### src/design/plmc_pkg.sv
package plmc_pkg;

  // list geometry
  localparam int DEPTH = 256;
  localparam int IDX_W = (DEPTH > 1) ? $clog2(DEPTH) : 1;
  localparam int CNT_W = $clog2(DEPTH + 1);
  localparam int ID_W  = 31;

  // command codes
  typedef enum logic [1:0] {
    OP_APPEND = 2'd0,
    OP_NEXT   = 2'd1,
    OP_PREV   = 2'd2,
    OP_SWITCH = 2'd3
  } opcode_t;

  // result status codes
  typedef enum logic [2:0] {
    ST_OK        = 3'd0,
    ST_NO_NEXT   = 3'd1,
    ST_NO_PREV   = 3'd2,
    ST_NOT_FOUND = 3'd3,
    ST_FULL      = 3'd4
  } status_t;

  // sequencer states
  typedef enum logic [2:0] {
    S_IDLE,
    S_REWIND,
    S_SCAN,
    S_RESTORE,
    S_RESULT
  } state_t;

  // controls broadcast from the sequencer to the ring of cells
  typedef struct packed {
    logic             rot_next;
    logic             rot_prev;
    logic             wr_en;
    logic [IDX_W-1:0] wr_off;
    logic [ID_W-1:0]  wr_data;
  } ring_ctrl_t;

endpackage

### src/design/plmc_ctrl.sv
module plmc_ctrl
  import plmc_pkg::*;
(
  input  logic            clk,
  input  logic            rst,
  input  logic            cmd_valid,
  output logic            cmd_ready,
  input  opcode_t         cmd_opcode,
  input  logic [ID_W-1:0] cmd_song_id,
  input  logic [ID_W-1:0] head,
  output ring_ctrl_t      ctrl,
  output logic            res_valid,
  input  logic            res_ready,
  output logic [ID_W-1:0] res_id,
  output logic            res_id_valid,
  output status_t         res_status
);

  state_t           state, state_next;
  logic [CNT_W-1:0] count, count_next;
  logic [IDX_W-1:0] pos, pos_next;
  logic [IDX_W-1:0] saved, saved_next;
  logic [ID_W-1:0]  query, query_next;
  status_t          st, st_next;
  logic             res_valid_next;
  logic [ID_W-1:0]  res_id_next;
  logic             res_id_valid_next;
  status_t          res_status_next;
  logic [CNT_W-1:0] pos_plus;
  logic [CNT_W-1:0] tail_off;

  assign pos_plus = CNT_W'(pos) + CNT_W'(1);
  assign tail_off = count - CNT_W'(pos);

  // control registers
  always_ff @(posedge clk) begin
    if (rst) begin
      state     <= S_IDLE;
      count     <= '0;
      pos       <= '0;
      res_valid <= 1'b0;
    end else begin
      state     <= state_next;
      count     <= count_next;
      pos       <= pos_next;
      res_valid <= res_valid_next;
    end
  end

  // payload registers
  always_ff @(posedge clk) begin
    saved        <= saved_next;
    query        <= query_next;
    st           <= st_next;
    res_id       <= res_id_next;
    res_id_valid <= res_id_valid_next;
    res_status   <= res_status_next;
  end

  // sequencer: pos is the list index of the entry sitting in cell zero
  always_comb begin
    state_next        = state;
    count_next        = count;
    pos_next          = pos;
    saved_next        = saved;
    query_next        = query;
    st_next           = st;
    res_valid_next    = res_valid && !res_ready;
    res_id_next       = res_id;
    res_id_valid_next = res_id_valid;
    res_status_next   = res_status;
    cmd_ready         = 1'b0;
    ctrl.rot_next     = 1'b0;
    ctrl.rot_prev     = 1'b0;
    ctrl.wr_en        = 1'b0;
    ctrl.wr_off       = tail_off[IDX_W-1:0];
    ctrl.wr_data      = cmd_song_id;

    unique case (state)
      S_IDLE: begin
        cmd_ready = 1'b1;
        if (cmd_valid) begin
          st_next    = ST_OK;
          state_next = S_RESULT;
          unique case (cmd_opcode)
            OP_APPEND: begin
              if (count == CNT_W'(DEPTH)) begin
                st_next = ST_FULL;
              end else begin
                ctrl.wr_en = 1'b1;
                count_next = count + CNT_W'(1);
              end
            end
            OP_NEXT: begin
              if (count != '0 && pos_plus < count) begin
                ctrl.rot_next = 1'b1;
                pos_next      = pos + IDX_W'(1);
              end else begin
                st_next = ST_NO_NEXT;
              end
            end
            OP_PREV: begin
              if (count != '0 && pos != '0) begin
                ctrl.rot_prev = 1'b1;
                pos_next      = pos - IDX_W'(1);
              end else begin
                st_next = ST_NO_PREV;
              end
            end
            OP_SWITCH: begin
              query_next = cmd_song_id;
              saved_next = pos;
              if (count == '0) begin
                st_next = ST_NOT_FOUND;
              end else begin
                state_next = S_REWIND;
              end
            end
            default: begin
              st_next = ST_NOT_FOUND;
            end
          endcase
        end
      end

      // turn the ring back until the list start sits in cell zero
      S_REWIND: begin
        if (pos != '0) begin
          ctrl.rot_prev = 1'b1;
          pos_next      = pos - IDX_W'(1);
        end else begin
          state_next = S_SCAN;
        end
      end

      // compare cell zero, step forward one entry a cycle
      S_SCAN: begin
        if (head == query) begin
          st_next    = ST_OK;
          state_next = S_RESULT;
        end else if (pos_plus < count) begin
          ctrl.rot_next = 1'b1;
          pos_next      = pos + IDX_W'(1);
        end else begin
          st_next    = ST_NOT_FOUND;
          state_next = S_RESTORE;
        end
      end

      // no match: return the old cursor entry to cell zero
      S_RESTORE: begin
        if (pos != saved) begin
          ctrl.rot_prev = 1'b1;
          pos_next      = pos - IDX_W'(1);
        end else begin
          state_next = S_RESULT;
        end
      end

      // load the output register once it is free
      S_RESULT: begin
        if (!res_valid || res_ready) begin
          res_valid_next    = 1'b1;
          res_id_valid_next = (count != '0);
          res_id_next       = (count != '0) ? head : '0;
          res_status_next   = st;
          state_next        = S_IDLE;
        end
      end

      default: begin
        state_next = S_IDLE;
      end
    endcase
  end

endmodule

### config.mk
export PLATFORM = sky130hd
export DESIGN_NAME = plmc_ctrl
export DESIGN_NICKNAME = d
export VERILOG_FILES = /design/src/design/plmc_pkg.sv /design/src/design/plmc_ctrl.sv
export SDC_FILE = /design/constraint.sdc
export NUM_CORES = 1
export LEC_CHECK = 0
export ABC_AREA = 1
export ABC_CLOCK_PERIOD_IN_PS = 3100
export BUFFER_PORTS_ARGS = -buffer_cell sky130_fd_sc_hd__buf_2
export CAP_MARGIN = 20
export CORE_UTILIZATION = 48
export CTS_CLUSTER_SIZE = 10
export DETAILED_ROUTE_END_ITERATION = 6
export GPL_ROUTABILITY_DRIVEN = 0
export GPL_TIMING_DRIVEN = 0
export PLACE_DENSITY = 0.77
export SLEW_MARGIN = 20
export SYNTH_ARGS = -nofsm -noshare
export SYNTH_HDL_FRONTEND = slang
export SYNTH_SLANG_ARGS = --single-unit
### constraint.sdc
create_clock -name clk -period 3.1 [get_ports clk]
set_clock_uncertainty 0.2 [all_clocks]
set_input_delay 0.775 -clock clk [delete_from_list [all_inputs] [get_ports clk]]
set_output_delay 0.775 -clock clk [all_outputs]
set_load 0.02 [all_outputs]
==> impl_metrics.tcl <==
set metrics [dict create \
    path_class "reg -> out" \
    finalWorstSetupSlack_ps -423 \
    p_switching_mw 2.32 \
    clkSinkCount 98 \
    relSlewSlack_pct 58.6 \
    finalSetupTns_ps -545 \
    cp.required_ps 2120 \
    seqPwrFrac_pct 33.1 \
    grt_start_max_net_pins 25 \
    wl_per_cell_um 13.3 \
    p_int_mw 3.41 \
    first_pass_iters 5 \
    setup_viol 4 \
    synth_top_area_share_pct 41.2 \
    viasPerCell 4.81 \
    leakagePower_nw 3.41 \
    ys_ff_latch 98 \
    synthTopCellsByArea "edfxtp_1, nand2_1, dfxtp_1" \
    hpwl_mm 9.60 \
    yosysUniqueCellTypes 37 \
    seq_area_frac_synth_pct 48.7 \
    status "finished, violations left" \
    multiInputGateArea_mm2 0.00247 \
    yosysWarnings 0 \
    area_delta_synth_final_pct 30.2 \
    pre_cts_slack_ps -578 \
    slew_viol_final 0 \
    die_h_um 110 \
    num_rows 39 \
    cts_buffers 9 \
    ant_nets 0 \
    die_w_um 110 \
    critPathMaxFanout 5 \
    syn_inst 646 \
    cp-end-kind "output port" \
    pin_count 147 \
    seq_area_mm2 0.00275 \
    min_period_ps 3520 \
    cts_tree "done" \
    dieArea_mm2 0.0121 \
    rsz0062_at_grt "true" \
    initial_core_util_pct 49.2 \
    drive_gt1_share_pct 36.3 \
    hold_buffers 0 \
    power_frac_comb_pct 48.1 \
    vdd_drop_max_mv 0.709 \
    holdWs_ps 222 \
    via_count 4667 \
    grt_pass1_vias 4288 \
    drt_iter0_drc 310 \
    fin_nets 912 \
    critPathLaunchType "flop" \
    grt_overflow 0 \
    synth_area_mm2 0.00561 \
    drv_cap 0 \
    post-route-period-util_pct 114 \
    numPortBuffers 145 \
    clk_latency_ps 340 \
    antennaDiodeCount 0 \
    routed_wl_mm 12.9 \
    worst_slew_pin_slew_ps 620 \
    powerDensity_mw_per_mm2 783 \
    syn-num-nets 736 \
    synth_top_cell_by_area "edfxtp_1" \
    root_buffer "clkbuf_16" \
    clk_pin_slew_ps 70 \
    grt_pass1_wl_mm 20.0 \
    core_area_mm2 0.0114 \
    arrival_ps 2550 \
    power_mw 5.72 \
    clockBufferDepth 2 \
    switching_share_pct 40.5 \
    reg2reg_depth 16 \
    violations "negative setup slack" \
    htreeDepth 3 \
    grt_use_total_pct 21.8 \
    hold_depth 0 \
    route.detailed.drc 0 \
    fmax_mhz 284 \
    antenna_found_initial 0 \
    fill_cells 914 \
    hp-class "reg -> reg" \
    syn_avg_cell_area_um2 8.69 \
    hold_violations 0 \
    clkPwrFrac_pct 18.8 \
]
[worst max-delay path, stage by stage (launching register included)]
cell,delay [ps]
dfxtp_2,330
buf_6,130
inv_6,40
nor3_4,290
nand2_1,120
nand2_1,110
nand2_2,90
ha_4,240
nand2_4,60
inv_2,30
nand2_2,40
nand2_2,50
nor2_2,110
nand3_2,100
o31ai_2,270
buf_4,180
[layout make-up]
| cell class | instances | area share (%) |
|---|---|---|
| multi-input combinational | 404 | 33.8 |
| clock inverter | 7 | 0.788 |
| timing repair buffer | 165 | 12.8 |
| buffer | 43 | 4.26 |
| inverter | 101 | 5.31 |
| clock buffer | 9 | 3.08 |
| tap | 143 | 2.45 |
| sequential | 98 | 37.6 |
[Yosys cell counts (all sizes together)]
cell / n
a21boi: 1
a21oi: 22
a31oi: 2
buf: 40
clkbuf: 3
clkinv: 1
dfxtp: 21
edfxtp: 77
fa: 1
ha: 21
inv: 100
nand2: 159
nand3: 17
nand4: 19
nor2: 87
nor3: 11
nor3b: 4
nor4: 1
o211ai: 1
o21ai: 17
o31ai: 2
xnor2: 27
xor2: 12
[power by group through the flow]
stage / combinational, mW / sequential, mW / clock [mW]
2_1_floorplan: 1.51 / 2.10 / 0
3_3_place_gp: 2.26 / 1.91 / 0
3_5_place_dp: 2.33 / 1.92 / 0
4_1_cts: 2.54 / 1.89 / 1.09
5_1_grt: 3.05 / 1.93 / 1.15
6_report: 2.75 / 1.89 / 1.08
[layer usage]
layer  global-route usage, %  up-vias  part of all wire, %
met5                       0        -                    0
met4                    6.20        0                  1.9
met3                    3.82       21                  7.5
met2                    40.1      171                   51
met1                    25.9     2082                   39
li1                        -     2393                    -
[repair_timing]
action | in CTS | in global routing
endpoints found under the setup margin | 16 | 9
setup buffers | 11 | 7
pin swaps | 20 | 25
gates resized for setup | 35 | 36
hold endpoints to repair | 0 | 0
[metrics by stage]
step	utilization (%)	instance area, um2	instances
floorplan	-	5620	646
global placement	57.2	6530	934
detailed placement	57.8	6600	936
CTS	62.3	7110	963
global route	64.0	7310	970
finish	64.0	7310	970
[state kept, by name, indices dropped and copies added, names as in the netlist, 3 cells and up]
| signal | cells |
|---|---|
| count | 9 |
| res_status | 3 |
| st | 3 |
| saved | 8 |
| query | 31 |
| res_id | 31 |
| pos | 8 |
| state | 3 |
[cells in the final DEF, fill, tap and decap left out, types with 5 or more instances in the layout]
master	count
nand2_1	146
buf_2	144
inv_1	82
edfxtp_1	77
nor2_1	68
buf_4	51
xnor2_1	27
a21oi_1	18
nand4_1	18
dfxtp_1	17
inv_2	16
nand3_1	13
ha_1	13
nor2_2	12
xor2_1	11
nand2_2	10
o21ai_0	10
clkbuf_16	9
ha_4	8
nor3_1	7
buf_6	6
nor2_4	5
inv_6	5
[path summary, 6_finish.rpt]
kind | to | slack, ps | from
hold / removal | res_status[2]$_DFFE_PP_ | 220 | st[2]$_SDFFCE_PP0P_
hold reg to reg | res_status[2]$_DFFE_PP_ | 220 | st[2]$_SDFFCE_PP0P_
setup / recovery | ctrl[41] | -420 | pos[2]$_SDFFE_PP0P_
setup reg to reg | st[0]$_DFFE_PP_ | 140 | pos[2]$_SDFFE_PP0P_
[cell families after synthesis]
kind of cell             share of synthesized area [%]
XOR/XNOR                                          6.09
AO/OA/AOI/OAI                                     4.30
adder cells (fa/ha/maj)                           5.04
AND/OR/NAND/NOR                                   23.7
buffers and inverters                             12.2
flip-flops                                        48.7
No activity file was read; power rests on OpenSTA's default activity.
