**src/design/plmc_pkg.sv**
```systemverilog
package plmc_pkg;

  // list geometry
  localparam int DEPTH = 256;
  localparam int IDX_W = (DEPTH > 1) ? $clog2(DEPTH) : 1;
  localparam int CNT_W = $clog2(DEPTH + 1);
  localparam int ID_W  = 31;

  // command codes
  typedef enum logic [1:0] {
    OP_APPEND = 2'd0,
    OP_NEXT   = 2'd1,
    OP_PREV   = 2'd2,
    OP_SWITCH = 2'd3
  } opcode_t;

  // result status codes
  typedef enum logic [2:0] {
    ST_OK        = 3'd0,
    ST_NO_NEXT   = 3'd1,
    ST_NO_PREV   = 3'd2,
    ST_NOT_FOUND = 3'd3,
    ST_FULL      = 3'd4
  } status_t;

  // sequencer states
  typedef enum logic [2:0] {
    S_IDLE,
    S_REWIND,
    S_SCAN,
    S_RESTORE,
    S_RESULT
  } state_t;

  // controls broadcast from the sequencer to the ring of cells
  typedef struct packed {
    logic             rot_next;
    logic             rot_prev;
    logic             wr_en;
    logic [IDX_W-1:0] wr_off;
    logic [ID_W-1:0]  wr_data;
  } ring_ctrl_t;

endpackage

```
**src/design/plmc_cell.sv**
```systemverilog
module plmc_cell
  import plmc_pkg::*;
(
  input  logic            clk,
  input  ring_ctrl_t      ctrl,
  input  logic            we,
  input  logic [ID_W-1:0] from_left,
  input  logic [ID_W-1:0] from_right,
  output logic [ID_W-1:0] entry
);

  // one ring slot: local write, or take a neighbor's value when the ring turns
  always_ff @(posedge clk) begin
    if (we) begin
      entry <= ctrl.wr_data;
    end else if (ctrl.rot_next) begin
      entry <= from_right;
    end else if (ctrl.rot_prev) begin
      entry <= from_left;
    end
  end

endmodule

```
**config.mk**
```make
export PLATFORM = sky130hd
export DESIGN_NAME = plmc_cell
export DESIGN_NICKNAME = d
export VERILOG_FILES = /design/src/design/plmc_pkg.sv /design/src/design/plmc_cell.sv
export SDC_FILE = /design/constraint.sdc
export NUM_CORES = 1
export LEC_CHECK = 0
export BUFFER_PORTS_ARGS = -buffer_cell sky130_fd_sc_hd__buf_2
export CAP_MARGIN = 20
export CORE_UTILIZATION = 36
export CTS_BUF_LIST = sky130_fd_sc_hd__clkbuf_4 sky130_fd_sc_hd__clkbuf_8
export DETAILED_ROUTE_END_ITERATION = 10
export PLACE_DENSITY = 0.79
export SLEW_MARGIN = 30
export SYNTH_ARGS = -nofsm -noshare
export SYNTH_HDL_FRONTEND = slang
export SYNTH_SLANG_ARGS = --single-unit
```
**constraint.sdc**
```tcl
create_clock -name clk -period 1.4 [get_ports clk]
set_input_delay 0.21 -clock clk [delete_from_list [all_inputs] [get_ports clk]]
set_output_delay 0.21 -clock clk [all_outputs]
set_load 0.03 [all_outputs]
```
==> results of run 1 <==
==> routing by layer <==
| layer | vias up | part of all wire, % | global-route usage, % | routed length (um) |
|---|---|---|---|---|
| met3 | 4 | 7.9 | 4.65 | 275 |
| met2 | 68 | 53 | 27.8 | 1850 |
| met1 | 630 | 39 | 16.4 | 1350 |
| met5 | - | 0 | 0 | 0 |
| met4 | 0 | 0.71 | 5.67 | 25 |
| li1 | 744 | - | - | - |
==> layout make-up <==
type | instances | area [um^2] | share of cell area, %
sequential | 31 | 931 | 39.8
clock buffer | 6 | 76.3 | 3.26
tap | 52 | 65.1 | 2.78
timing repair buffer | 131 | 666 | 28.5
multi-input combinational | 94 | 601 | 25.7
==> layout by cell type (no fill, tap or decap), drive strengths merged <==
master and n:
buf 131, mux2i 31, nand2 31, edfxtp 31, o21ai 31, clkbuf 6, or3 1
==> Yosys cell counts <==
master	n
buf_12	3
buf_2	6
buf_6	1
clkbuf_2	1
edfxtp_1	31
mux2i_1	31
nand2_1	31
o21ai_0	1
o21ai_1	28
o21ai_2	2
or3_1	1
==> metrics by stage <==
step	hold slack, ns	total power, mW	instance area (um^2)
final	0.220	2.43	2340
after global routing	0.223	2.56	2340
after CTS	0.212	2.47	2340
after detailed placement	0.499	1.83	2260
after global placement	0.488	1.82	2260
after floorplan	0.401	1.60	1640
==> worst min-delay path, cell delays in order <==
cell and delay, ns:
buf_2 0.07, nand2_1 0.04, o21ai_1 0.06
==> power by group through the flow <==
stage | Clock [mW] | Sequential [mW] | Combinational [mW]
3_5_place_dp | 0 | 1.19 | 0.647
2_1_floorplan | 0 | 1.42 | 0.185
4_1_cts | 0.652 | 1.17 | 0.648
3_3_place_gp | 0 | 1.18 | 0.634
6_report | 0.628 | 1.17 | 0.641
5_1_grt | 0.694 | 1.18 | 0.693
==> worst paths after layout <==
check	cells after the start	slack, ns	startpoint	to
hold / removal	3	0.22	ctrl[28]	entry[28]
setup / recovery	1	0.35	entry[26]	entry[26]
==> cells by family (layout without fill, tap and decap cells) <==
logic type / after synthesis / count (layout) / share of synthesized area [%]
buffers and inverters: 11 / 137 / 6.51
AOI/OAI and AO/OA: 31 / 31 / 9.96
DFF: 31 / 31 / 57.0
muxes: 31 / 31 / 19.0
and+or+nand+nor: 32 / 32 / 7.51
==> results.md, run 1 <==
* Max reg flops at 31
* Clk sinks at 31
* Fin. max-slew vios at 0
* Fin cells at roughly 310
* Cell Area, Synth at approximately 1600 um^2
* Gate Count Post-Synth at 136
* Die area at 4810 um^2
* Power share of the clock group at 25.8%
* Wire length per cell at around 11 um
* Starting density of the core at approximately 38%
* Inst Count DP at between 300 and 400
* CP Buf/Inv Count at 1
* Routability cong. at 0.673
* DRT Wirelength at ~3500 um
* Leading area contributor after synthesis: edfxtp_1
* CTS resizes at 0
* First drt pass iteration count at 3
* Hold buffers post-CTS at 0
* Nature of the critical path startpoint: register
* Switching power at about 0.7 mW
* Yosys warning count at 0
* Die Wd at between 60 and 70 um
* Internal power at between 1.5 and 2 mW
* Top delay family on crit path: flip-flops
* Final setup fails at 0
* Final WS setup at between 0.3 and 0.4 ns
* Clock-pin slew on the worst setup and hold paths at 0.06 ns
* Finished Core Util at a little over half
* Clk root buf: clkbuf_8
* Vias/cell at 4.61
* Dominant cells by area after synthesis: edfxtp_1 (57%), mux2i_1 (19%), o21ai_1 (8.6%)
* Post-Place Setup Slack at 0.159 ns
* Highest Clock Rate at between 900 and 1000 MHz
* Seq/Total Area, Yosys at between 50% and 60%
* Final period util at 75.2%
* Worst Path Arrival at between 0.8 and 0.9 ns
* Mapped Avg Cell Area at about 12 um^2
* Top-level I/O count at roughly 140
* Post-CTS Setup Bufs at 0
* Fraction of layout cells with a size suffix above 1 at between 50% and 60%
* Area Overhead vs Synth at 43.2%
* Crit end category: primary output
* CTS H-tree depth at 2
* Post-DRT Antenna Nets at 0
* CTS tree: done
* Core area at between 4000 and 5000 um^2
* Cell at the slowest stage of the critical path: edfxtp_1
* CP Data Required Time at 1.19 ns
* Max incr delay on CP at around 0.38 ns
* Hold Vio Cnt, Final at 0
* Combinational share of power at a little over a quarter
* Rows at 24
* Pwr Density at around 1000 nW/um^2
* Max-Cap Viols at 0
* Worst hold path class: primary input to register
* Post-route DRC at 0
* Synth top area share at between 50% and 60%
* Overall routing resource usage at between 10% and 20%
* Die H at around 69 um
* Synth Net Count at around 240
* Largest net degree at the start of global routing at 35
* Biggest register: entry
* Hpwl dp at 2760 um
* CP Class: register to primary output
* Post-synth cell types at 11
* Initial DRC count at 39
* Cell-by-cell trace of the critical path: buf_2
* Setup TNS at 0 ns
* Status: finished, final reports clean
* Vias in the first global route at between 1000 and 1500
* Max-slew headroom at between 70% and 80%
* Biggest registers after layout: entry (31)
* TritonCTS Buffers at 5
* IO buf count at around 130
* Sw frac at between 20% and 30%
* Worst-case clock buffer depth at 2
* Sequential Power Share at ~48%
* Pleak at between 1 and 1.5 nW
* First-pass GRT wire length at around 5900 um
* Max FO, Critical Path at 1
* Antenna cells at 0
* Synth Register Bits at 31
* Initial antenna violation count at 0
* Worst-margin pin slew at around 0.42 ns
* GRT overflow at 0
* Filler instances at 385
* DR vias at between 1000 and 1500
* RSZ-0062 raised after global routing: false
* Min Tclk post-route at around 1.1 ns
* Max rail drop VDD at 0.611 mV
* # nets final at around 370
(Power assumes the default switching activity.)
==> run 2: changes to the inputs <==
clock period = 0.85 ns   (was 1.4 ns; I/O delays follow)
==> run 2 against run 1 <==
Effect of this change:
- the run now ends with negative setup slack left
- final area grew 10%
- non-clock buffer count is the same
- wire length grew 17%
- critical path depth is the same
- count of clock-buffer cells in the layout is the same
- critical path type unchanged
==> results.md, run 2 (same netlist as run 1, synthesis figures left out) <==
* Biggest registers after layout: entry (31)
* First-pass GRT wire length at 6340 um
* Max-Cap Viols at 0
* Biggest register: entry
* Core area at between 4000 and 5000 um^2
* Vias/cell at ~4.7
* GRT overflow at 0
* Clk root buf: clkbuf_8
* Post-CTS Setup Bufs at 0
* CTS tree: done
* Vias in the first global route at roughly 1400
* Hold buffers post-CTS at 0
* Initial antenna violation count at 0
* Routability cong. at 0.671
* Cell depth of the worst setup path at 1
* Highest Clock Rate at 1050 MHz
* Hpwl dp at 2850 um
* Max reg flops at 31
* Cell at the slowest stage of the critical path: edfxtp_1
* Pleak at 1.26 nW
* Wire length per cell at approximately 13 um
* Commonest non-fill, non-tap cell in the layout: buf_2
* Top-level I/O count at between 100 and 150
* CP Data Required Time at about 0.72 ns
* Worst hold path class: primary input to register
* Max-slew headroom at approximately four fifths
* Crit end category: primary output
* Initial DRC count at between 40 and 50
* Worst-margin pin slew at between 0.2 and 0.3 ns
* Area Overhead vs Synth at 57.9%
* Status: finished with violations
* Clock-pin slew on the worst setup and hold paths at roughly 0.060 ns
* Final setup fails at 31
* TritonCTS Buffers at 5
* Crit path from: entry[11]
* Top delay family on crit path: flip-flops
* CP Buf/Inv Count at 1
* # nets final at between 300 and 400
* Worst setup path endpoint: entry[11]
* Cell-by-cell trace of the critical path: buf_6
* IO buf count at around 130
* Post-route cell area at 2580 um^2
* Worst Path Arrival at 0.83 ns
* Die H at between 60 and 70 um
* Nature of the critical path startpoint: register
* Die area at between 4000 and 5000 um^2
* First drt pass iteration count at 4
* Die Wd at approximately 69 um
* Failing checks: negative setup slack
* DR vias at roughly 1500
* Worst-case clock buffer depth at 2
* Most frequent cells in the layout: buf_2 (96), nand2_1 (31), edfxtp_1 (31), buf_6 (31), mux2i_1 (30)
* CP Class: register to primary output
* Overall routing resource usage at between 15 and 20%
* Antenna cells at 0
* Clk sinks at 31
* Fin. max-slew vios at 0
* Final period util at 112%
* Starting density of the core at approximately 38%
* Max rail drop VDD at just over 0.7 mV
* Post-DRT Antenna Nets at 0
* Post-DP Area at approximately 2300 um^2
* Final WS setup at -0.103 ns
* Max FO, Critical Path at 1
* Post-route DRC at 0
* Hold Vio Cnt, Final at 0
* Min Tclk post-route at roughly 0.95 ns
* CTS H-tree depth at 2
* Pwr Density at about 1700 nW/um^2
* Largest net degree at the start of global routing at 33
* Post-Place Setup Slack at -0.284 ns
* DRT Wirelength at 4090 um
* Total power at 4.30 mW
* RSZ-0062 raised after global routing: true
* Rows at 24
* Fraction of layout cells with a size suffix above 1 at a little over half
* Max incr delay on CP at around 0.40 ns
run 2: worst min path at each step:
stage,from,to,slack (ns),depth (start not counted)
after floorplan,ctrl[29],entry[29],0.32,2
after global placement,ctrl[11],entry[11],0.41,3
after detailed placement,ctrl[5],entry[5],0.41,3
after global routing,ctrl[23],entry[23],0.14,3
after CTS,ctrl[5],entry[5],0.13,3
final,ctrl[5],entry[5],0.14,3
run 2: what timing repair did:
action,in CTS,in global routing
hold endpoints to repair,0,0
pin swaps,0,1
cloned,0,2
setup endpoints to repair,31,63
resized for setup,62,2
run 2: area by class of cell:
| class | count | area [um^2] |
|---|---|---|
| well taps | 52 | 65.1 |
| clock buffers | 6 | 76.3 |
| repair buffers | 131 | 890 |
| fillers | 361 | 1780 |
| flip-flops and latches | 31 | 931 |
| multi-input cells | 95 | 616 |
run 2: per-layer routing:
| metal | GRT usage [%] | vias up | wire [um] |
|---|---|---|---|
| met4 | 6.35 | 0 | 64 |
| met3 | 5.09 | 7 | 257 |
| met5 | 0 | - | 0 |
| met2 | 32.0 | 65 | 2270 |
| met1 | 16.7 | 672 | 1500 |
| li1 | - | 750 | - |
run 2: where the power goes:
part           switching (mW)  leakage, nW  internal (mW)
clock network           0.468       0.0406          0.576
logic                   0.675        0.896          0.617
registers              0.0776        0.328           1.89
total                    1.22         1.26           3.08
run 2: metrics by stage:
step | setup TNS (ns) | cells | util, % | hold slack (ns)
2_1_floorplan | -5.95 | 136 | - | 0.319
3_3_place_gp | -13.82 | 307 | 52.1 | 0.405
3_5_place_dp | -15.26 | 307 | 52.1 | 0.414
4_1_cts | -2.95 | 313 | 58.3 | 0.125
5_1_grt | -3.59 | 315 | 59.2 | 0.140
6_report | -2.44 | 315 | 59.2 | 0.138
run 2: worst min-delay path, stage by stage:
cell,delay (ns)
buf_2,0.08
nand2_1,0.05
o21ai_2,0.05
==> run 3: changes to the inputs <==
CELL_PAD_IN_SITES_DETAIL_PLACEMENT = 2   (was default)
CELL_PAD_IN_SITES_GLOBAL_PLACEMENT = 2   (was default)
CORE_UTILIZATION = 19   (was 36)
PLACE_DENSITY = default   (was 0.79)
PLACE_DENSITY_LB_ADDON = 0.1   (was default)
==> run 3 against run 2 <==
Effect of this change:
- the flow still finishes with violations (negative setup slack)
- non-clock buffer count grew 3
- power rose by 3.0%
- first-iteration DRC count down 33%
- highest routed layer unchanged
- clock power rose by 9.6%
- largest power group unchanged
- wire length up 27%
- flip-flop and latch count unchanged
==> results.md, run 3 (same netlist as run 1, synthesis figures left out) <==
* Die Wd at 94.7 um
* Internal power at ~3.1 mW
* First-pass GRT wire length at between 7000 and 8000 um
* Max incr delay on CP at slightly above 0.4 ns
* Cell-by-cell trace of the critical path: buf_6
* Max FO, Critical Path at 1
* Max-Cap Viols at 0
* Initial DRC count at 29
* Cell depth of the worst setup path at 1
* Biggest register: entry
* Top delay family on crit path: flip-flops
* Worst Path Arrival at 0.85 ns
* Vias/cell at ~4.2
* Vias in the first global route at approximately 1600
* CP Buf/Inv Count at 1
* Biggest registers after layout: entry (31)
* CTS H-tree depth at 2
* CP Class: register to primary output
* Sequential Power Share at roughly 44%
* First drt pass iteration count at 4
* Crit end category: primary output
* Inst Count DP at 364
* RSZ-0062 raised after global routing: true
* Fraction of layout cells with a size suffix above 1 at between 50% and 60%
* # nets final at 372
* Antenna cells at 0
* Wire length per cell at ~14 um
* Final setup fails at 31
* Post-DP Area at between 2000 and 2500 um^2
* Post-DRT Antenna Nets at 0
* Commonest non-fill, non-tap cell in the layout: buf_2
* Pleak at between 1 and 1.5 nW
* Min Tclk post-route at 0.978 ns
* Routability cong. at roughly 0.63
* Setup TNS at -2.92 ns
* Power share of the clock group at 25.7%
* Fin cells at around 370
* DR vias at roughly 1600
* Die H at about 95 um
* Initial antenna violation count at 0
* Hpwl dp at just over 4000 um
* Max reg flops at 31
* DRT Wirelength at slightly above 5000 um
* Core area at between 8000 and 9000 um^2
* Largest net degree at the start of global routing at 32
* Failing checks: negative setup slack
* Clk sinks at 31
* IO buf count at approximately 130
* Worst-case clock buffer depth at 2
* GRT overflow at 0
* Combinational share of power at ~30%
* Max rail drop VDD at 0.427 mV
* Post-route cell area at approximately 2700 um^2
* Top-level I/O count at 137
* Overall routing resource usage at 11.9%
* Starting density of the core at about a fifth
* Status: finished with violations
* Worst hold path class: primary input to register
* Final period util at 115%
* Sw frac at between 20% and 30%
* Switching power at ~1.3 mW
* Post-CTS Setup Bufs at 0
* CTS tree: done
* Worst-margin pin slew at 0.189 ns
* Clk root buf: clkbuf_8
* Hold path depth at 3
* Die area at roughly 9000 um^2
* Final WS setup at -0.128 ns
* Clock-pin slew on the worst setup and hold paths at about 0.070 ns
* Rows at 33
* Area Overhead vs Synth at 64.8%
* Pwr Density at about 1600 nW/um^2
* Highest Clock Rate at ~1000 MHz
* TritonCTS Buffers at 5
* Cell at the slowest stage of the critical path: edfxtp_1
* Max-slew headroom at 87.1%
* CP Data Required Time at a little over 0.7 ns
* Nature of the critical path startpoint: register
* Most frequent cells in the layout: buf_2 (96), mux2i_1 (31), nand2_1 (31), edfxtp_1 (31), buf_6 (31)
* Hold Vio Cnt, Final at 0
* Hold buffers post-CTS at 0
* Post-Place Setup Slack at -0.238 ns
* Post-route DRC at 0
* Fin. max-slew vios at 0
-- run 3: cell count changes in the layout (fill, tap and decap cells not counted), sizes merged --
cell    change
buf         +4
clkinv      +2
clkbuf      -1
or3         -1
-- run 3: layout make-up --
type                       instances  area [um^2]
clock buffer                       6         76.3
tap                              105          131
fill                             941         5570
multi-input combinational         94          601
sequential                        31          931
clock inverter                     2         7.51
timing repair buffer             134          945
-- run 3: per-stage QoR --
step / hold WS [ns] / power (mW) / utilization (%)
CTS: 0.116 / 4.52 / 32.6
floorplan: 0.319 / 2.65 / -
finish: 0.124 / 4.43 / 32.6
global placement: 0.411 / 3.09 / 29.2
detailed placement: 0.417 / 3.11 / 29.2
global route: 0.123 / 4.67 / 32.6
-- run 3: layer usage --
metal	share of wire, %	GRT usage [%]	wire (um)	up-vias
met5	0	0	0	-
met4	1.1	4.17	58	0
met3	11	5.39	562	5
met2	50	20.0	2590	70
met1	38	13.4	1980	735
li1	-	-	-	753
-- run 3: tightest hold or removal path, cell delays in order --
cell     delay (ns)
buf_2          0.08
nand2_1        0.05
o21ai_2        0.05
-- run 3: path summary, 6_finish.rpt --
kind / start / end / slack, ns
worst min-delay path: ctrl[5] / entry[5] / 0.12
worst max-delay path: entry[18] / entry[18] / -0.13
-- run 3: power groups by stage --
stage / clock (mW) / sequential, mW / combinational (mW)
floorplan: 0 / 2.33 / 0.315
global placement: 0 / 1.95 / 1.14
detailed placement: 0 / 1.96 / 1.15
CTS: 1.19 / 1.97 / 1.35
global route: 1.26 / 1.98 / 1.43
finish: 1.14 / 1.97 / 1.33
-- run 3: what timing repair did --
action,CTS,global route
endpoints found under the setup margin,31,31
cloned,0,0
gates resized for setup,62,0
